### config.mk
export PLATFORM = sky130hd
export DESIGN_NAME = salc_update
export DESIGN_NICKNAME = d
export VERILOG_FILES = /design/src/salc_pkg.sv /design/src/salc_update.sv
export SDC_FILE = /design/constraint.sdc
export NUM_CORES = 1
export LEC_CHECK = 0
export ABC_CLOCK_PERIOD_IN_PS = 25000
export BUFFER_PORTS_ARGS = -buffer_cell sky130_fd_sc_hd__clkbuf_2
export CORE_AREA = 2 2 239 241
export DETAILED_ROUTE_END_ITERATION = 6
export DIE_AREA = 0 0 241 243
export MAX_ROUTING_LAYER = met4
export PLACE_DENSITY = 0.36
export SETUP_SLACK_MARGIN = 0.1
export SYNTH_ARGS = -nofsm -noshare
export SYNTH_HDL_FRONTEND = slang
export SYNTH_SLANG_ARGS = --single-unit
### constraint.sdc
create_clock -name vclk -period 25
set_input_delay 2.5 -clock vclk [all_inputs]
set_output_delay 2.5 -clock vclk [all_outputs]
set_load 0.05 [all_outputs]
### src/salc_pkg.sv
// Shared types, sizes and helpers of the set-associative LRU cache directory.
`timescale 1ns / 1ps

package salc_pkg;

  localparam int MAX_SETS   = 256;
  localparam int WAYS       = 8;
  localparam int ADDR_WIDTH = 32;

  localparam int SET_AW   = (MAX_SETS > 1) ? $clog2(MAX_SETS) : 1;
  localparam int RANK_W   = (WAYS > 1) ? $clog2(WAYS) : 1;
  localparam int WAY_IW   = (WAYS > 1) ? $clog2(WAYS) : 1;
  localparam int WAY_CW   = $clog2(WAYS + 1);
  localparam int LIMIT_W  = RANK_W + 1;
  localparam int CNT_W    = 32;

  // Configuration register fields, fixed by the register map.
  localparam int OFFSET_W = 5;
  localparam int SETB_W   = 4;
  localparam int WAYSU_W  = 4;
  localparam int CFG_IW   = 2;
  localparam int CFG_DW   = 5;

  typedef enum logic [CFG_IW-1:0] {
    REG_OFFSET_BITS = 2'd0,
    REG_SET_BITS    = 2'd1,
    REG_WAYS_USED   = 2'd2
  } reg_index_t;

  typedef enum logic [1:0] {
    OUT_HIT   = 2'd0,
    OUT_FILL  = 2'd1,
    OUT_EVICT = 2'd2
  } outcome_t;

  typedef enum logic [1:0] {
    ST_CLEAR,
    ST_IDLE,
    ST_UPDATE,
    ST_SECOND
  } state_t;

  typedef struct packed {
    logic                  valid;
    logic [RANK_W-1:0]     rank;
    logic [ADDR_WIDTH-1:0] tag;
  } line_t;

  typedef line_t [WAYS-1:0] row_t;

  typedef struct packed {
    row_t     row;
    outcome_t outcome;
  } upd_t;

  function automatic logic [CNT_W-1:0] sat_inc(input logic [CNT_W-1:0] x);
    return (x == {CNT_W{1'b1}}) ? x : x + 1'b1;
  endfunction

endpackage

### src/salc_update.sv
// Lookup and LRU update of one set row for one access.
`timescale 1ns / 1ps

module salc_update
  import salc_pkg::*;
(
  input  row_t                  row,
  input  logic [ADDR_WIDTH-1:0] blk,
  input  logic [WAY_CW-1:0]     nways,
  output upd_t                  upd
);

  logic [WAYS-1:0]    in_use;
  logic [WAYS-1:0]    hit_vec;
  logic [WAYS-1:0]    free_vec;
  logic [WAY_IW-1:0]  hit_way;
  logic [WAY_IW-1:0]  free_way;
  logic [WAY_IW-1:0]  victim;
  logic [RANK_W-1:0]  worst;
  logic [WAY_IW-1:0]  target;
  logic [LIMIT_W-1:0] limit;
  row_t               new_row;
  outcome_t           outcome;

  always_comb begin
    for (int w = 0; w < WAYS; w++) begin
      in_use[w]   = WAY_CW'(w) < nways;
      hit_vec[w]  = in_use[w] && row[w].valid && (row[w].tag == blk);
      free_vec[w] = in_use[w] && !row[w].valid;
    end

    // Lowest index wins for both searches.
    hit_way  = '0;
    free_way = '0;
    for (int w = WAYS - 1; w >= 0; w--) begin
      if (hit_vec[w]) begin
        hit_way = WAY_IW'(w);
      end
      if (free_vec[w]) begin
        free_way = WAY_IW'(w);
      end
    end

    // Victim is the largest rank in use; a tie keeps the lower way.
    victim = '0;
    worst  = row[0].rank;
    for (int w = 1; w < WAYS; w++) begin
      if (in_use[w] && (row[w].rank > worst)) begin
        worst  = row[w].rank;
        victim = WAY_IW'(w);
      end
    end

    if (|hit_vec) begin
      outcome = OUT_HIT;
      target  = hit_way;
      limit   = {1'b0, row[hit_way].rank};
    end else if (|free_vec) begin
      outcome = OUT_FILL;
      target  = free_way;
      limit   = LIMIT_W'(WAYS);
    end else begin
      outcome = OUT_EVICT;
      target  = victim;
      limit   = {1'b0, worst};
    end

    // The target itself is never aged: it is invalid or sits at the limit.
    new_row = row;
    for (int w = 0; w < WAYS; w++) begin
      if (in_use[w] && row[w].valid && ({1'b0, row[w].rank} < limit)
          && (row[w].rank < RANK_W'(WAYS - 1))) begin
        new_row[w].rank = row[w].rank + 1'b1;
      end
    end
    new_row[target].valid = 1'b1;
    new_row[target].tag   = blk;
    new_row[target].rank  = '0;

    upd.row     = new_row;
    upd.outcome = outcome;
  end

endmodule

# Yosys cells after proc, flatten, opt, wreduce, memory -nomap -nowiden
# Cells that the tools add are included.
dict set report totals {
  reg_bits 0
  latch_bits 0
  ramBits 0
  romBits 0
  input_bits 324
  out_inout_bits 290
  elab_cells 163
  n_memories 0
}
dict set report op_classes {
  n_addsub 8
  mul 0
  div_mod_pow 0
  magnitude_cmp 34
  eq_ne 8
  shift 0
  n_mux 55
  bitwise_logic 0
  n_reduce_logical 58
}
# cell count
set ops {}
lappend ops {{$bwmux 288} 3}
lappend ops {{$demux 36 s3} 3}
lappend ops {{$eq 32x32->1} 8}
lappend ops {{$mux 3} 39}
lappend ops {{$bmux 36 s3} 1}
lappend ops {{$mux 35} 2}
lappend ops {{$logic_and 1x1->1} 48}
lappend ops {{$mux 36} 1}
lappend ops {{$lt 3x4->1} 8}
lappend ops {{$mux 32} 1}
lappend ops {{$add 3x1->3 const B} 8}
lappend ops {{$lt 3x3->1 const B} 8}
lappend ops {{$gt 3x3->1} 7}
lappend ops {{$lt 3x4->1 const A} 4}
lappend ops {{$reduce_or 8->1} 2}
lappend ops {{$logic_not 1->1} 8}
lappend ops {{$lt 1x4->1 const A} 2}
lappend ops {{$lt 2x4->1 const A} 2}
lappend ops {{$lt 3x4->1 const B} 2}
lappend ops {{$mux 4} 2}
lappend ops {{$mux 2} 2}
lappend ops {{$ge 3x1->1 const B} 1}
lappend ops {{$mux 1} 1}

# Longest topological paths before layout
dict set report depth {
  ltp_word 30
  ltp_mapped 56
  mapped_depth_nobuf 56
}

# Worst setup path after synthesis
# OpenSTA, ideal clock, no wires.
dict set report synth_timing {
  path_type {input-to-output}
  start {in row[34] in the netlist's numbering}
  end {out upd[250] in the netlist's numbering}
  t_arrival_ns 13.703
  t_required_ns 22.500
  setup_slack_ns 8.797
  path_stages 54
  path_buffers 0
  path_cell_list {inv_1 -> ha_1 -> nand2_1 -> o21ai_1 -> nand2_1 -> nand2_1 -> o21ai_0 -> ha_1 -> nor2_1 -> nand2_1 -> a31oi_1 -> o211a_1 -> or3_1 -> and2_1 -> ha_1 -> or3_1 -> a31o_1 -> or2_2 -> [18 not listed] -> o21ai_0 -> inv_1 -> o21ai_0 -> nor2_1 -> a21o_1 -> ha_1 -> a21o_1 -> a21oi_1 -> a311oi_1 -> mux2_2 -> or3_1 -> a21oi_1 -> a21oi_1 -> ha_1 -> and2_1 -> a31oi_1 -> a21oi_1 -> a311oi_1}
}
# item line_no
set synth_lines {}
lappend synth_lines {{from (decl)} salc_update.sv:7} ;# input row_t row,
lappend synth_lines {{to (decl)} salc_update.sv:10} ;# output upd_t upd

==> out/qor.csv <==
stage,metric,value,unit
outcome,status,"complete, no violations",
synth,post_synth_instance_area,9915,sq um
layout,share_of_cells_above_drive_strength_1,0.4723,
worst_hold_path,worstHoldStart,row[208],
synth,number_of_standard_cells_after_synthesis,1305,
detailed_routing,met1Wirelength,31680,microns
synth,dominant_combinational_cell_family_by_area_after_synthesis,multiplexers,
clock_tree,cts_setup_buffers,0,
placement,dpl.hpwl,62330,microns
sta,max_slew_margin,0.2017,
layout,sequential_cell_area,0,sq um
worst_setup_path,crit_start,row[34],
detailed_routing,detailed_routing_iterations_pass_1,5,
synth,yosys_warn_count,0,
job,drv_cap,0,
pwr,internal-power,130.5,uW
sta,tightestPinTransition,1197,ps
sta,worst_slack,7353,ps
global_routing,grt_start_max_net_pins,40,
layout,seq_cells,0,
pwr,power.switching_fraction,0.7100,
synth,synth.yosys.seq_area_share,0,
die,start_util,0.1772,
pwr,share_comb_of_total_power,1.000,
synth,compound_gate_portion_of_the_synthesized_area,0.1483,
sta,final_hold_viol_count,0,
detailed_routing,viasPerCell,4.900,
detailed_routing,met3_length,3647,microns
die,pin_count,614,
synth,post-synth-top-area-fraction,0.1829,
worst_setup_path,crit_top_cell,sky130_fd_sc_hd__ha_1,
detailed_routing,maxUsedRoutingLayer,met4,
layout,clkbuf_count,0,
synth,synth.net_count,1658,
placement,port-buffer-count,614,
layout,design.final.nets,2195,
pwr,pwr-share-clk,0,
sta,slew_violations,0,
synth,synth_adder_area_share,0.03988,
worst_setup_path,cp.buffers_inverters,6,
pwr,fin_total_pwr,450.1,uW
detailed_routing,routed-wl-met2,37270,microns
synth,post_synth_xor_area_fraction,0.2277,
global_routing,number_of_global_route_vias_before_repair,12960,
detailed_routing,vias,12790,
worst_setup_path,critical_path_arrival,15150,ps
synth,synth.top_cells.by_area,"sky130_fd_sc_hd__mux2_2, sky130_fd_sc_hd__xnor2_1, sky130_fd_sc_hd__mux2_1",
worst_setup_path,cp-endpoint,upd[250],
clock_tree,post_cts.resized_instances,0,
global_routing,antenna_found_initial,11,
global_routing,grt_util_all_layers,0.2504,
synth,synth.avg_cell_area,7.597,sq um
detailed_routing,remaining_drc_errors,0,
sta,finalCriticalPeriod,17650,ps
placement,gp_routability_congestion,0.9563,
pwr,power-per-cell-area,33.16,nW/um^2
sta,fin_tns_setup,0,ps
worst_setup_path,critical-path-max-stage-delay,900,ps
worst_setup_path,critical-path-slowest-cell,sky130_fd_sc_hd__a311oi_1,
detailed_routing,drt-initial-drc-count,894,
sta,final.period_utilization,0.7059,
detailed_routing,wl_per_cell,28.71,microns
worst_setup_path,required_time_at_the_worst_slack_endpoint,22500,ps
layout,flow.area_growth_from_synthesis,36.91,%
synth,synth_mux_area_frac,0.2689,
die,core_region_area,55950,sq um
sta,rsz_0062_raised_after_global_routing,no,
global_routing,global_route_wire_length_before_repair,101000,microns
pwr,seqPwrFrac,0,
synth,most_repeated_cell_in_the_gate_level_netlist_after_synthesis,sky130_fd_sc_hd__xnor2_1,
worst_setup_path,capturing_element_type_of_the_critical_path,primary output,
layout,finish.utilization,0.2426,
sta,max_freq,0.05667,GHz
synth,post_synth_num_cell_types,92,
die,placement_rows,87,
die,die-width,241,microns
die,overall_die_height,243,microns
worst_setup_path,cp-start-kind,input port,
worst_setup_path,number_of_cells_on_the_critical_path,54,
pwr,worst_vdd_drop,21.78,uV
global_routing,grt-ovfl-total,0,
sta,setup_viol,0,
pwr,power.leakage,5.996,nW
worst_setup_path,critPathKind,in -> out,
clock_tree,ctsHoldBuffers,0,
worst_setup_path,critical-path-top-delay-family,compound AO/OA/AOI/OAI gates,
sta,finalHoldWorstSlack,5442,ps
detailed_routing,drt-total-wl,74900,microns
worst_hold_path,min-delay-path-class,in -> out,
worst_setup_path,timing.critical_path.fanout_max,8,
detailed_routing,final_antenna_net_count,0,
synth,yosys-top-cells-count,"sky130_fd_sc_hd__xnor2_1, sky130_fd_sc_hd__mux2_2, sky130_fd_sc_hd__nand2_1, sky130_fd_sc_hd__buf_2, sky130_fd_sc_hd__xor2_1",
synth,synthSimpleGateAreaFrac,0.2349,
die,die_area,58560,sq um
pwr,net_load_switching_power,319.6,uW
placement,pre_cts_slack,7435,ps
synth,netlist.top_cell.by_area,sky130_fd_sc_hd__mux2_2,
cell type report:
type	count	area, sq um
antenna	13	32.53
fill	6393	42380
inverter	38	142.6
multi-input combinational	1157	9148
tap	756	945.9
timing repair buffer	645	3306
kinds of logic (layout without fill, tap and decap cells):
family	after synthesis	count (layout)
simple gates	438	438
xor+xnor	256	256
mux	238	238
compound gates	193	193
buf+inv	148	683
fa+ha+maj	32	32
other cells	0	13
how the worst min path moves through the flow:
stage,end,cells past startpoint
after CTS,upd[210],4
after global placement,upd[210],4
after floorplan,upd[109],1
final,upd[210],4
after global routing,upd[210],4
after detailed placement,upd[210],4
placed cells by master, fill, tap and decap left out, types with 4 or more instances in the layout:
cell / n
sky130_fd_sc_hd__or3_1: 5
sky130_fd_sc_hd__or2_2: 11
sky130_fd_sc_hd__o21ai_0: 17
sky130_fd_sc_hd__o21a_1: 9
sky130_fd_sc_hd__a2111oi_2: 4
sky130_fd_sc_hd__a311oi_1: 5
sky130_fd_sc_hd__a211oi_2: 4
sky130_fd_sc_hd__nand2_1: 160
sky130_fd_sc_hd__clkbuf_2: 614
sky130_fd_sc_hd__o21ai_1: 5
sky130_fd_sc_hd__inv_1: 38
sky130_fd_sc_hd__ha_1: 29
sky130_fd_sc_hd__mux2_2: 161
sky130_fd_sc_hd__mux2_1: 66
sky130_fd_sc_hd__nand4b_1: 9
sky130_fd_sc_hd__xnor2_1: 185
sky130_fd_sc_hd__a31oi_1: 16
sky130_fd_sc_hd__and3_1: 13
sky130_fd_sc_hd__nand3_1: 15
sky130_fd_sc_hd__nor4_1: 38
sky130_fd_sc_hd__or4_1: 7
sky130_fd_sc_hd__mux2i_1: 11
sky130_fd_sc_hd__and2_1: 8
sky130_fd_sc_hd__o31ai_1: 5
sky130_fd_sc_hd__nor3_1: 25
sky130_fd_sc_hd__a21oi_1: 39
sky130_fd_sc_hd__o211ai_1: 9
sky130_fd_sc_hd__nor2_1: 34
sky130_fd_sc_hd__o221ai_1: 4
sky130_fd_sc_hd__buf_4: 31
sky130_fd_sc_hd__diode_2: 13
sky130_fd_sc_hd__o31ai_2: 4
sky130_fd_sc_hd__xor2_1: 69
sky130_fd_sc_hd__nand4_1: 68
sky130_fd_sc_hd__a21o_1: 10
sky130_fd_sc_hd__nand2b_1: 11
sky130_fd_sc_hd__a211oi_1: 12
per-stage QoR:
step,cells,cell area (sq um)
CTS,2596,13540
global route,2604,13560
floorplan,1305,9915
finish,2609,13570
detailed placement,2596,13540
global placement,2596,13540
power groups by stage:
stage | combinational (mW) | clock, mW | sequential [mW]
CTS | 0.451 | 0 | 0
detailed placement | 0.449 | 0 | 0
global route | 0.472 | 0.0000000429 | 0
global placement | 0.451 | 0 | 0
finish | 0.450 | 0.0000000131 | 0
floorplan | 0.308 | 0 | 0
metal layers:
metal / global-route usage / up-vias
met4: 0.06064 / 0
met3: 0.02286 / 75
met1: 0.3086 / 6322
li1: - / 5833
met5: - / -
met2: 0.4359 / 555
No activity file was read; power rests on OpenSTA's default activity.
